**config.mk**
```make
export PLATFORM = sky130hd
export DESIGN_NAME = lfu_page_replacement_unit
export DESIGN_NICKNAME = d
export VERILOG_FILES = /design/src/hdl/lfu_pkg.sv /design/src/hdl/lfu_cfg_regs.sv /design/src/hdl/lfu_scan.sv /design/src/hdl/lfu_page_replacement_unit.sv
export SDC_FILE = /design/constraint.sdc
export NUM_CORES = 1
export LEC_CHECK = 0
export BUFFER_PORTS_ARGS = -buffer_cell sky130_fd_sc_hd__buf_2
export CORE_MARGIN = 8
export CORE_UTILIZATION = 30
export CTS_CLUSTER_SIZE = 30
export DETAILED_ROUTE_END_ITERATION = 10
export GPL_TIMING_DRIVEN = 0
export PLACE_DENSITY_LB_ADDON = 0.1
export SYNTH_ARGS = -nofsm -noshare
export SYNTH_HDL_FRONTEND = slang
export SYNTH_SLANG_ARGS = --single-unit
```
**constraint.sdc**
```tcl
create_clock -name clk -period 7.4 [get_ports clk]
set_input_delay 0 -clock clk [delete_from_list [all_inputs] [get_ports clk]]
set_output_delay 0 -clock clk [all_outputs]
set_load 0.01 [all_outputs]
```
**src/hdl/lfu_pkg.sv**
```systemverilog
// shared constants and types for the lfu page replacement unit
package lfu_pkg;

	// fixed port widths
	localparam int PAGE_IN_W   = 16;
	localparam int INDEX_OUT_W = 4;
	localparam int EVICT_OUT_W = 16;
	localparam int FAULT_W     = 16;
	localparam int CFG_W       = 5;

	// apb port
	localparam int APB_DW = 32;
	localparam int APB_AW = 3;

	// register map
	localparam logic [APB_AW-1:0] ADDR_FRAME_COUNT = 3'd0;

	// saturation limit of the fault total
	localparam logic [FAULT_W-1:0] FAULT_MAX = '1;

	// strobes from the sequencer to the scan unit
	typedef struct packed {
		logic clear;
		logic valid;
	} scan_ctl_t;

endpackage

```
**src/hdl/lfu_cfg_regs.sv**
```systemverilog
// apb register for the frame count and its clamped effective value
module lfu_cfg_regs
	import lfu_pkg::*;
#(
	parameter int FRAMES = 16,
	localparam int FILL_W = $clog2(FRAMES + 1)
) (
	input  logic              clk,
	input  logic              arst_n,
	input  logic              psel,
	input  logic              penable,
	input  logic              pwrite,
	input  logic [APB_AW-1:0] paddr,
	input  logic [APB_DW-1:0] pwdata,
	output logic [APB_DW-1:0] prdata,
	output logic [FILL_W-1:0] eff_frames
);

	logic [CFG_W-1:0] frame_count_q;

	// register write
	always_ff @(posedge clk or negedge arst_n) begin
		if (!arst_n) begin
			frame_count_q <= CFG_W'(16);
		end else if (psel && penable && pwrite && paddr == ADDR_FRAME_COUNT) begin
			frame_count_q <= pwdata[CFG_W-1:0];
		end
	end

	// read back
	always_comb begin
		prdata = '0;
		if (paddr == ADDR_FRAME_COUNT) begin
			prdata = APB_DW'(frame_count_q);
		end
	end

	// zero acts as one, oversize acts as the built frame count
	always_comb begin
		if (frame_count_q == '0) begin
			eff_frames = FILL_W'(1);
		end else if (int'(frame_count_q) > FRAMES) begin
			eff_frames = FILL_W'(FRAMES);
		end else begin
			eff_frames = FILL_W'(frame_count_q);
		end
	end

endmodule

```
**src/hdl/lfu_scan.sv**
```systemverilog
// tracks the matching frame and the least used frame while the table streams by
module lfu_scan
	import lfu_pkg::*;
#(
	parameter int FRAMES     = 16,
	parameter int PAGE_WIDTH = 16,
	parameter int USE_WIDTH  = 16,
	localparam int IDX_W = (FRAMES > 1) ? $clog2(FRAMES) : 1
) (
	input  logic                  clk,
	input  logic                  arst_n,
	input  scan_ctl_t             ctl,
	input  logic [IDX_W-1:0]      idx,
	input  logic [PAGE_WIDTH-1:0] rd_page,
	input  logic [USE_WIDTH-1:0]  rd_uses,
	input  logic [PAGE_WIDTH-1:0] key,
	output logic                  found_q,
	output logic [IDX_W-1:0]      match_idx_q,
	output logic [USE_WIDTH-1:0]  match_uses_q,
	output logic [IDX_W-1:0]      min_idx_q,
	output logic [PAGE_WIDTH-1:0] min_page_q
);

	logic                 first_q;
	logic [USE_WIDTH-1:0] min_uses_q;

	// control flags
	always_ff @(posedge clk or negedge arst_n) begin
		if (!arst_n) begin
			found_q <= 1'b0;
			first_q <= 1'b1;
		end else if (ctl.clear) begin
			found_q <= 1'b0;
			first_q <= 1'b1;
		end else if (ctl.valid) begin
			first_q <= 1'b0;
			if (rd_page == key) begin
				found_q <= 1'b1;
			end
		end
	end

	// match capture
	always_ff @(posedge clk) begin
		if (ctl.valid && !ctl.clear && rd_page == key) begin
			match_idx_q  <= idx;
			match_uses_q <= rd_uses;
		end
	end

	// least used frame, strict compare keeps the lowest index on ties
	always_ff @(posedge clk) begin
		if (ctl.valid && !ctl.clear && (first_q || rd_uses < min_uses_q)) begin
			min_idx_q  <= idx;
			min_uses_q <= rd_uses;
			min_page_q <= rd_page;
		end
	end

endmodule

```
**src/hdl/lfu_page_replacement_unit.sv**
```systemverilog
// lfu page replacement unit: frame table memory, scan sequencer and result register
// a page is accepted only in idle, scanned over the filled frames (none while empty),
// then the update writes the table and result, waiting while an unread result is held
// the frame table is a single memory with a registered read, scanned once per item
// reset clears the fill count, fault total, control and frame count (16); table contents
// are left as they are and only filled entries are ever read
module lfu_page_replacement_unit
	import lfu_pkg::*;
#(
	parameter int FRAMES     = 16,
	parameter int PAGE_WIDTH = 16,
	parameter int USE_WIDTH  = 16
) (
	input  logic                   clk,
	input  logic                   arst_n,
	input  logic                   psel,
	input  logic                   penable,
	input  logic                   pwrite,
	input  logic [APB_AW-1:0]      paddr,
	input  logic [APB_DW-1:0]      pwdata,
	output logic [APB_DW-1:0]      prdata,
	output logic                   pready,
	input  logic                   page_valid,
	output logic                   page_ready,
	input  logic [PAGE_IN_W-1:0]   page,
	output logic                   result_valid,
	input  logic                   result_ready,
	output logic                   hit,
	output logic [INDEX_OUT_W-1:0] frame_index,
	output logic                   evicted_valid,
	output logic [EVICT_OUT_W-1:0] evicted_page,
	output logic [FAULT_W-1:0]     fault_total
);

	localparam int IDX_W   = (FRAMES > 1) ? $clog2(FRAMES) : 1;
	localparam int FILL_W  = $clog2(FRAMES + 1);
	localparam int ENTRY_W = PAGE_WIDTH + USE_WIDTH;
	localparam logic [USE_WIDTH-1:0] USE_MAX = '1;

	localparam logic [1:0] ST_IDLE = 2'd0;
	localparam logic [1:0] ST_SCAN = 2'd1;
	localparam logic [1:0] ST_UPD  = 2'd2;

	logic [1:0]            state_q;
	logic [FILL_W-1:0]     eff_frames;
	logic [FILL_W-1:0]     filled_q;
	logic [FAULT_W-1:0]    faults_q;
	logic [PAGE_WIDTH-1:0] key_q;
	logic                  issue_q;
	logic [FILL_W-1:0]     rd_addr_q;
	logic                  rv_s1;
	logic [FILL_W-1:0]     ridx_s1;
	logic [ENTRY_W-1:0]    rd_data_s1;
	scan_ctl_t             scan_ctl;
	logic                  found;
	logic [IDX_W-1:0]      match_idx;
	logic [USE_WIDTH-1:0]  match_uses;
	logic [IDX_W-1:0]      min_idx;
	logic [PAGE_WIDTH-1:0] min_page;
	logic                  upd_go;
	logic                  do_fill;
	logic [IDX_W-1:0]      slot;
	logic [USE_WIDTH-1:0]  new_uses;
	logic [ENTRY_W-1:0]    mem_q [FRAMES];

	logic                   hit_q;
	logic [INDEX_OUT_W-1:0] frame_index_q;
	logic                   evicted_valid_q;
	logic [EVICT_OUT_W-1:0] evicted_page_q;
	logic                   out_valid_q;

	// configuration register
	lfu_cfg_regs #(
		.FRAMES(FRAMES)
	) u_cfg (
		.clk       (clk),
		.arst_n    (arst_n),
		.psel      (psel),
		.penable   (penable),
		.pwrite    (pwrite),
		.paddr     (paddr),
		.pwdata    (pwdata),
		.prdata    (prdata),
		.eff_frames(eff_frames)
	);

	assign pready = 1'b1;

	// scan strobes
	assign scan_ctl.clear = page_valid && page_ready;
	assign scan_ctl.valid = rv_s1;

	lfu_scan #(
		.FRAMES    (FRAMES),
		.PAGE_WIDTH(PAGE_WIDTH),
		.USE_WIDTH (USE_WIDTH)
	) u_scan (
		.clk         (clk),
		.arst_n      (arst_n),
		.ctl         (scan_ctl),
		.idx         (ridx_s1[IDX_W-1:0]),
		.rd_page     (rd_data_s1[ENTRY_W-1:USE_WIDTH]),
		.rd_uses     (rd_data_s1[USE_WIDTH-1:0]),
		.key         (key_q),
		.found_q     (found),
		.match_idx_q (match_idx),
		.match_uses_q(match_uses),
		.min_idx_q   (min_idx),
		.min_page_q  (min_page)
	);

	assign page_ready = (state_q == ST_IDLE);

	// update decision: hit, fill a free frame or replace the least used one
	assign upd_go  = (state_q == ST_UPD) && (!out_valid_q || result_ready);
	assign do_fill = !found && (filled_q < eff_frames);

	always_comb begin
		if (found) begin
			slot = match_idx;
		end else if (do_fill) begin
			slot = filled_q[IDX_W-1:0];
		end else begin
			slot = min_idx;
		end
	end

	assign new_uses = !found ? USE_WIDTH'(1) :
	                  (match_uses == USE_MAX) ? match_uses : match_uses + USE_WIDTH'(1);

	// frame table memory
	always_ff @(posedge clk) begin
		if (upd_go) begin
			mem_q[slot] <= {key_q, new_uses};
		end
		if (state_q == ST_SCAN && issue_q) begin
			rd_data_s1 <= mem_q[rd_addr_q[IDX_W-1:0]];
		end
	end

	// read index pipeline
	always_ff @(posedge clk) begin
		if (state_q == ST_SCAN && issue_q) begin
			ridx_s1 <= rd_addr_q;
		end
	end

	// sequencer
	always_ff @(posedge clk or negedge arst_n) begin
		if (!arst_n) begin
			state_q   <= ST_IDLE;
			issue_q   <= 1'b0;
			rd_addr_q <= '0;
			rv_s1     <= 1'b0;
			filled_q  <= '0;
			faults_q  <= '0;
		end else begin
			case (state_q)
				ST_IDLE: begin
					rv_s1 <= 1'b0;
					if (page_valid) begin
						rd_addr_q <= '0;
						issue_q   <= (filled_q != '0);
						state_q   <= (filled_q != '0) ? ST_SCAN : ST_UPD;
					end
				end
				ST_SCAN: begin
					rv_s1 <= issue_q;
					if (issue_q) begin
						rd_addr_q <= rd_addr_q + FILL_W'(1);
						if (rd_addr_q == filled_q - FILL_W'(1)) begin
							issue_q <= 1'b0;
						end
					end
					if (rv_s1 && ridx_s1 == filled_q - FILL_W'(1)) begin
						state_q <= ST_UPD;
						rv_s1   <= 1'b0;
					end
				end
				ST_UPD: begin
					rv_s1 <= 1'b0;
					if (upd_go) begin
						state_q <= ST_IDLE;
						if (do_fill) begin
							filled_q <= filled_q + FILL_W'(1);
						end
						if (!found && faults_q != FAULT_MAX) begin
							faults_q <= faults_q + FAULT_W'(1);
						end
					end
				end
				default: begin
					state_q <= ST_IDLE;
					issue_q <= 1'b0;
					rv_s1   <= 1'b0;
				end
			endcase
		end
	end

	// key capture
	always_ff @(posedge clk) begin
		if (page_valid && page_ready) begin
			key_q <= PAGE_WIDTH'(page);
		end
	end

	// result valid
	always_ff @(posedge clk or negedge arst_n) begin
		if (!arst_n) begin
			out_valid_q <= 1'b0;
		end else if (upd_go) begin
			out_valid_q <= 1'b1;
		end else if (result_ready) begin
			out_valid_q <= 1'b0;
		end
	end

	// result payload
	always_ff @(posedge clk) begin
		if (upd_go) begin
			hit_q           <= found;
			frame_index_q   <= INDEX_OUT_W'(slot);
			evicted_valid_q <= !found && !do_fill;
			evicted_page_q  <= (!found && !do_fill) ? EVICT_OUT_W'(min_page) : '0;
		end
	end

	assign result_valid  = out_valid_q;
	assign hit           = hit_q;
	assign frame_index   = frame_index_q;
	assign evicted_valid = evicted_valid_q;
	assign evicted_page  = evicted_page_q;
	assign fault_total   = faults_q;

endmodule
```
==> impl_metrics.csv, run 1 <==
group,metric,value,unit
run_status,status,"completed",
detailed_routing,viasPerCell,4.66,
timing,setup_viol,0,
layout,antenna_cells,0,
layout,final_cells,2792,
placement,post_dp_cell_area,29700,um2
cts,clock_latency,620,ps
grt,grt_usage,0.142,
detailed_routing,drtIter0Drc,821,
detailed_routing,routed_wirelength,70500,um
synth,ys_types,54,
placement,hpwl,48800,um
timing,rsz0062_at_grt,"false",
cts,cts_buffers,77,
grt,grt_overflow,0,
grt,grt_pass1_vias,13800,
timing,hold_viol_final,0,
min_path,min_path_cells,4,
min_path,hold_end,"u_cfg.frame_count_q[0]",
floorplanning,dieArea,98600,um2
synth,yosys.area_share.adder,0.0113,
detailed_routing,drcViolationCount,0,
timing,fin_crit,4430,ps
critical_path,worstReg2RegStart,"u_cfg.frame_count_q[4]",
grt,antenna_found_initial,0,
detailed_routing,first_pass_iters,4,
placement,portBuffers,75,
pwr,p_leak,10.6,nW
grt,grt_max_degree,39,
timing,relSlewSlack,0.100,
cts,cts_setup_buffers,0,
run,cap_violations,0,
critical_path,crit_top_cell,"buf_6",
synth,synth-compound-area-share,0.0130,
synth,syn_inst,1270,
timing,slew_viol_final,0,
critical_path,r2r_end,"mem_q[2][20]",
cts,clk_pin_slew_worst_paths,60,ps
cts,cts.sinks,681,
synth,synthTopCellsByArea,"edfxtp_1, mux4_2, dfrtp_1",
placement,numPlacedInstances,2625,
layout,drive_gt1_frac,0.310,
floorplanning,chipHeight,314,um
critical_path,critPathMaxFanout,8,
critical_path,timing.critical_path.arrival,4750,ps
synth,synth_top_family_by_area,"multiplexers",
timing,tightest_slew,1350,ps
detailed_routing,wl_per_cell,25.2,um
floorplanning,die_x,314,um
cts,cts_hold_buf,26,
layout,final_cell_area,32400,um2
grt,grt_pass1_wl,101000,um
min_path,min-delay-start,"penable",
detailed_routing,ant_nets,0,
critical_path,cp_slowest_cell,"nor3_2",
synth,ys_seq_area_frac,0.760,
floorplanning,fp-row-count,109,
pwr,vdd_drop_max,166,uV
critical_path,worstSetupPathType,"reg -> reg",
floorplanning,start_util,0.302,
critical_path,worstSetupEndpointType,"flop",
layout,syn_to_final_growth,21.5,%
synth,synthSimpleGateAreaFrac,0.0372,
critical_path,worst-path-buf-inv,4,
critical_path,cp_top_family,"simple AND/OR/NAND/NOR gates",
timing,fin_crit_sh,0.598,
synth,synth_flop_cell,"edfxtp_1",
cts,cts_tree,"yes",
detailed_routing,via_count,13000,
critical_path,slowest_delay,1040,ps
critical_path,regToRegSetupSlack,2970,ps
synth,yosysTopAreaCell,"edfxtp_1",
cts,cts_max_level,3,
synth,syn_area_per_cell,21.0,um2
timing,max_freq,226,MHz
cts,clock_path_buffers,3,
layout,finalNetCount,1647,
floorplanning,ios,131,
critical_path,crit_path_start_kind,"flop",
synth,synth_area,26700,um2
synth,ys_seq_elements,681,
critical_path,r2r_cells,13,
synth,synth_xor_area_frac,0.0197,
synth,muxShareOfSynthArea,0.138,
cts,cts_root_buf,"clkbuf_16",
synth,synth-edff-count,643,
cts,post_cts_resized,0,
synth,synth_top_area_frac,0.724,
pwr,power_density,329,nW/um2
floorplanning,core-area,88200,um2
placement,gp_congestion,0.697,
synth,ys.warnings.count,0,
critical_path,cp_cell_sequence,"inv_1 -> nand2_1 -> ha_1 -> a21o_1 -> a211o_1 -> a41oi_2 -> or2_1 -> buf_6 -> mux2i_1 -> nand3_1 -> nor3_2 -> buf_6 -> buf_8",
synth,async_flop_share,0.0558,
critical_path,crit_required,7730,ps
min_path,hold_path.class,"in -> reg",
timing,fin_skew,21.1,ps
[through the flow]
step	hold slack (ps)	setup WS, ps	power, W	TNS [ps]	util
floorplan	-296	1510	0.00629	0	-
global placement	177	-4640	0.00716	-1075780	0.324
detailed placement	178	2950	0.00720	0	0.337
CTS	0.565	2930	0.0109	0	0.367
global route	31.1	2700	0.0111	0	0.367
finish	49.2	2970	0.0107	0	0.367
[cells by family after synthesis]
| group | count (synthesis) |
|---|---|
| flip-flops | 681 |
| AND/OR/NAND/NOR | 183 |
| multiplexers | 168 |
| buffers and inverters | 108 |
| XOR/XNOR | 60 |
| AO/OA/AOI/OAI | 44 |
| adder cells (fa/ha/maj) | 24 |
| other | 2 |
[sequential cells by signal, indices dropped and copies added (netlist names), 2 cells and up]
signal	flops
evicted_page	16
fault_total	16
filled_q	5
frame_index	4
key_q	16
mem_q	512
rd_addr_q	5
rd_data_s1	32
ridx_s1	5
state_q	2
u_cfg.frame_count_q	5
u_scan.match_idx_q	4
u_scan.match_uses_q	16
u_scan.min_idx_q	4
u_scan.min_page_q	16
u_scan.min_uses_q	16
[tightest hold or removal path: cells and delay by family]
family / cells / cell delay (ps)
buf+inv: 2 / 250
mux: 1 / 250
simple gates: 1 / 130
[cell usage in the layout, fill, tap and decap left out, drive strengths merged, types with 13 or more instances in the layout]
cell         Yosys  final
and2            30     30
buf             43    206
clkbuf          34    129
clkinv           1     41
conb             2     28
dfrtp           36     36
dlygate4sd3      0     26
edfxtp         643    643
ha              24     24
inv             30     33
mux4           160    160
nand2           26     26
nand3           13     13
nand4           16     16
nor2            34     34
nor3            22     22
o21ai           13     13
xnor2           32     32
xor2            28     28
[area by class of cell]
cell class / count / area [um2]
fillers: 8118 / 55900
flip-flops and latches: 681 / 20300
multi-input cells: 507 / 6060
clock buffers: 94 / 1990
repair buffers: 190 / 1700
well taps: 1165 / 1460
plain buffers: 77 / 417
clock inverters: 47 / 383
inverters: 31 / 116
[Yosys cell counts (24+ instances only)]
library cell / number
nor2_1: 34
buf_4: 29
clkbuf_1: 34
xor2_1: 28
nand2_1: 25
and2_1: 30
dfrtp_1: 36
ha_1: 24
xnor2_1: 32
mux4_2: 160
inv_1: 27
edfxtp_1: 643
[how the worst max path moves through the flow]
stage	startpoint	end	slack, ps	cells after the start
2_1_floorplan	u_cfg.frame_count_q[4]	mem_q[14][0]	1510	11
5_1_grt	u_cfg.frame_count_q[4]	mem_q[2][20]	2700	13
3_5_place_dp	u_cfg.frame_count_q[4]	mem_q[2][20]	2950	13
4_1_cts	u_cfg.frame_count_q[4]	mem_q[2][12]	2930	13
6_report	u_cfg.frame_count_q[4]	mem_q[2][20]	2970	13
3_3_place_gp	u_cfg.frame_count_q[4]	mem_q[14][24]	-4640	11
[power by group]
| part | switching [W] | internal [W] |
|---|---|---|
| sequential | 0.000183 | 0.00460 |
| combinational | 0.00128 | 0.000977 |
| clock | 0.00155 | 0.00207 |
[metal layers]
metal / part of all wire / routed length [um] / vias up / GRT usage
li1: - / - / 5699 / -
met1: 0.45 / 31600 / 6975 / 0.192
met2: 0.49 / 34800 / 263 / 0.239
met3: 0.037 / 2590 / 87 / 0.0234
met4: 0.022 / 1520 / 0 / 0.0365
met5: 0 / 0 / - / 0
(Power assumes the default switching activity.)
==> inputs of run 2 (changes only) <==
==> constraint.sdc (replaced) <==
create_clock -name clk -period 4 [get_ports clk]
set_input_delay 0 -clock clk [delete_from_list [all_inputs] [get_ports clk]]
set_output_delay 0 -clock clk [all_outputs]
set_load 0.01 [all_outputs]
==> impl_metrics.csv, run 2 (same netlist as run 1, synthesis figures left out) <==
group,metric,value,unit
detailed_routing,drt-met1-wl,31200,um
cts,cts_tree,"yes",
cts,clock_path_buffers,3,
timing,finalWorstSetupSlack,177,ps
grt,grt_pass1_vias,13900,
critical_path,crit_path_start_kind,"flop",
floorplanning,die_x,314,um
pwr,p_leak,10.8,nW
layout,mostFrequentLayoutCell,"edfxtp_1",
placement,pre_cts_slack,-559,ps
grt,grt_usage,0.142,
critical_path,worstSetupEndpointType,"flop",
timing,fin_crit_sh,0.956,
critical_path,crit_top_cell,"buf_6",
layout,drive_gt1_frac,0.314,
detailed_routing,wl_met2,35400,um
timing,setup_viol,0,
critical_path,cp_slowest_cell,"dfstp_2",
min_path,hold_path.class,"in -> async",
layout,final_cell_mix,"edfxtp_1, mux4_2, buf_2, clkbuf_16, buf_4",
detailed_routing,drtIter0Drc,984,
critical_path,slowest_delay,520,ps
critical_path,crit_required,4300,ps
floorplanning,core-area,88200,um2
placement,hpwl,46600,um
layout,largestRegisters,"mem_q: 512 flops, rd_data_s1: 32 flops",
grt,antenna_found_initial,0,
layout,largest_reg_flops,512,
layout,regArea,20300,um2
cts,clock_latency,610,ps
layout,registers.top_by_ff_count,"mem_q",
cts,cts_buffers,77,
detailed_routing,viasPerCell,4.68,
cts,cts.sinks,681,
placement,portBuffers,75,
detailed_routing,drcViolationCount,0,
timing,setup-tns-final,0,ps
timing,fin_crit,3820,ps
layout,antenna_cells,0,
critical_path,r2r_cells,15,
floorplanning,ios,131,
pwr,vdd_drop_max,308,uV
critical_path,timing.critical_path.arrival,4120,ps
critical_path,cp_cell_sequence,"inv_1 -> nand2_1 -> ha_1 -> a21o_1 -> a211o_1 -> a41oi_2 -> or2_1 -> buf_6 -> mux2i_4 -> nand3_4 -> nor4_4 -> buf_4 -> buf_6 -> buf_6 -> buf_6",
floorplanning,dieArea,98600,um2
critical_path,critPathMaxFanout,9,
placement,gp_congestion,0.715,
grt,grt_max_degree,39,
run_status,status,"completed",
detailed_routing,via_count,13000,
critical_path,worstSetupPathType,"reg -> reg",
floorplanning,chipHeight,314,um
grt,grt_overflow,0,
pwr,p_total,0.0198,W
grt,grt_pass1_wl,101000,um
timing,tightest_slew,1270,ps
floorplanning,start_util,0.302,
layout,multi_input_area,6180,um2
detailed_routing,met3RoutedLength,2650,um
timing,rsz0062_at_grt,"true",
timing,relSlewSlack,0.152,
layout,syn_to_final_growth,23.3,%
placement,numPlacedInstances,2593,
timing,fin_skew,17.3,ps
detailed_routing,first_pass_iters,5,
cts,cts_root_buf,"clkbuf_16",
layout,n_fill_cell,8024,
run,cap_violations,0,
cts,clk_pin_slew_worst_paths,60,ps
pwr,power_density,604,nW/um2
critical_path,regToRegSetupSlack,180,ps
cts,cts_max_level,3,
floorplanning,fp-row-count,109,
timing,max_freq,262,MHz
detailed_routing,ant_nets,0,
layout,finalNetCount,1644,
timing,hold_viol_final,0,
detailed_routing,top_layer_used,"met4",
timing,holdWs,87.8,ps
timing,slew_viol_final,0,
detailed_routing,wl_per_cell,25.3,um
detailed_routing,routed_wirelength,70500,um
layout,final_cells,2785,
## run 2: cell types whose count changed in the layout (fill, tap and decap cells not counted), moves of 4 or more
cell,change
nor3_2,-12
clkinv_2,+4
buf_8,+16
buf_12,+6
nor3_4,+12
buf_4,+4
buf_16,+19
buf_6,-48
clkinv_1,-5
## run 2: cell type report
type                    instances  share of cell area
clock inverters                42             0.00975
clock buffers                  95              0.0620
inverters                      31             0.00354
flip-flops and latches        681               0.617
plain buffers                  77              0.0127
multi-input cells             507               0.188
repair buffers                187              0.0631
well taps                    1165              0.0444
## run 2: critical path, delay by kind of cell (launching register included)
| kind | cells | cell delay (ps) |
|---|---|---|
| and+or+nand+nor | 4 | 750 |
| adders and majority gates | 1 | 240 |
| buffers and inverters | 6 | 1000 |
| muxes | 1 | 280 |
| DFF | 1 | 520 |
| AOI/OAI and AO/OA | 3 | 700 |
## run 2: where the power goes
| group | switching [W] | internal [W] | leakage [nW] |
|---|---|---|---|
| clock | 0.00280 | 0.00387 | 1.17 |
| combinational | 0.00245 | 0.00185 | 3.50 |
| sequential | 0.000350 | 0.00851 | 6.09 |
## run 2: what timing repair did
item,in CTS,in global routing
hold endpoints to repair,62,0
cloned,0,0
hold buffers,26,0
pin swaps,9,8
endpoints found under the setup margin,418,184
gates resized for setup,3,1
setup buffers,16,13
## run 2: worst paths after layout
path	startpoint	end
worst min-delay path	arst_n	issue_q
worst min register to register	rd_addr_q[3]	ridx_s1[3]
worst max register to register	u_cfg.frame_count_q[4]	mem_q[14][19]
min in group clk	page[9]	key_q[9]
worst max-delay path	u_cfg.frame_count_q[4]	mem_q[14][19]
max in group asynchronous	arst_n	fault_total[5]
## run 2: per-stage QoR
stage                     instance area [um2]  utilization
final                                   32900        0.372
after global routing                    32900        0.372
after CTS                               32700        0.370
after detailed placement                29900        0.339
after global placement                  28700        0.325
after floorplan                         26900            -
## run 2: routing by layer
metal  global-route usage  vias up
li1                     -     5694
met1                0.189     7016
met2                0.244      241
met3               0.0205       78
met4               0.0348        0
met5                    0        -
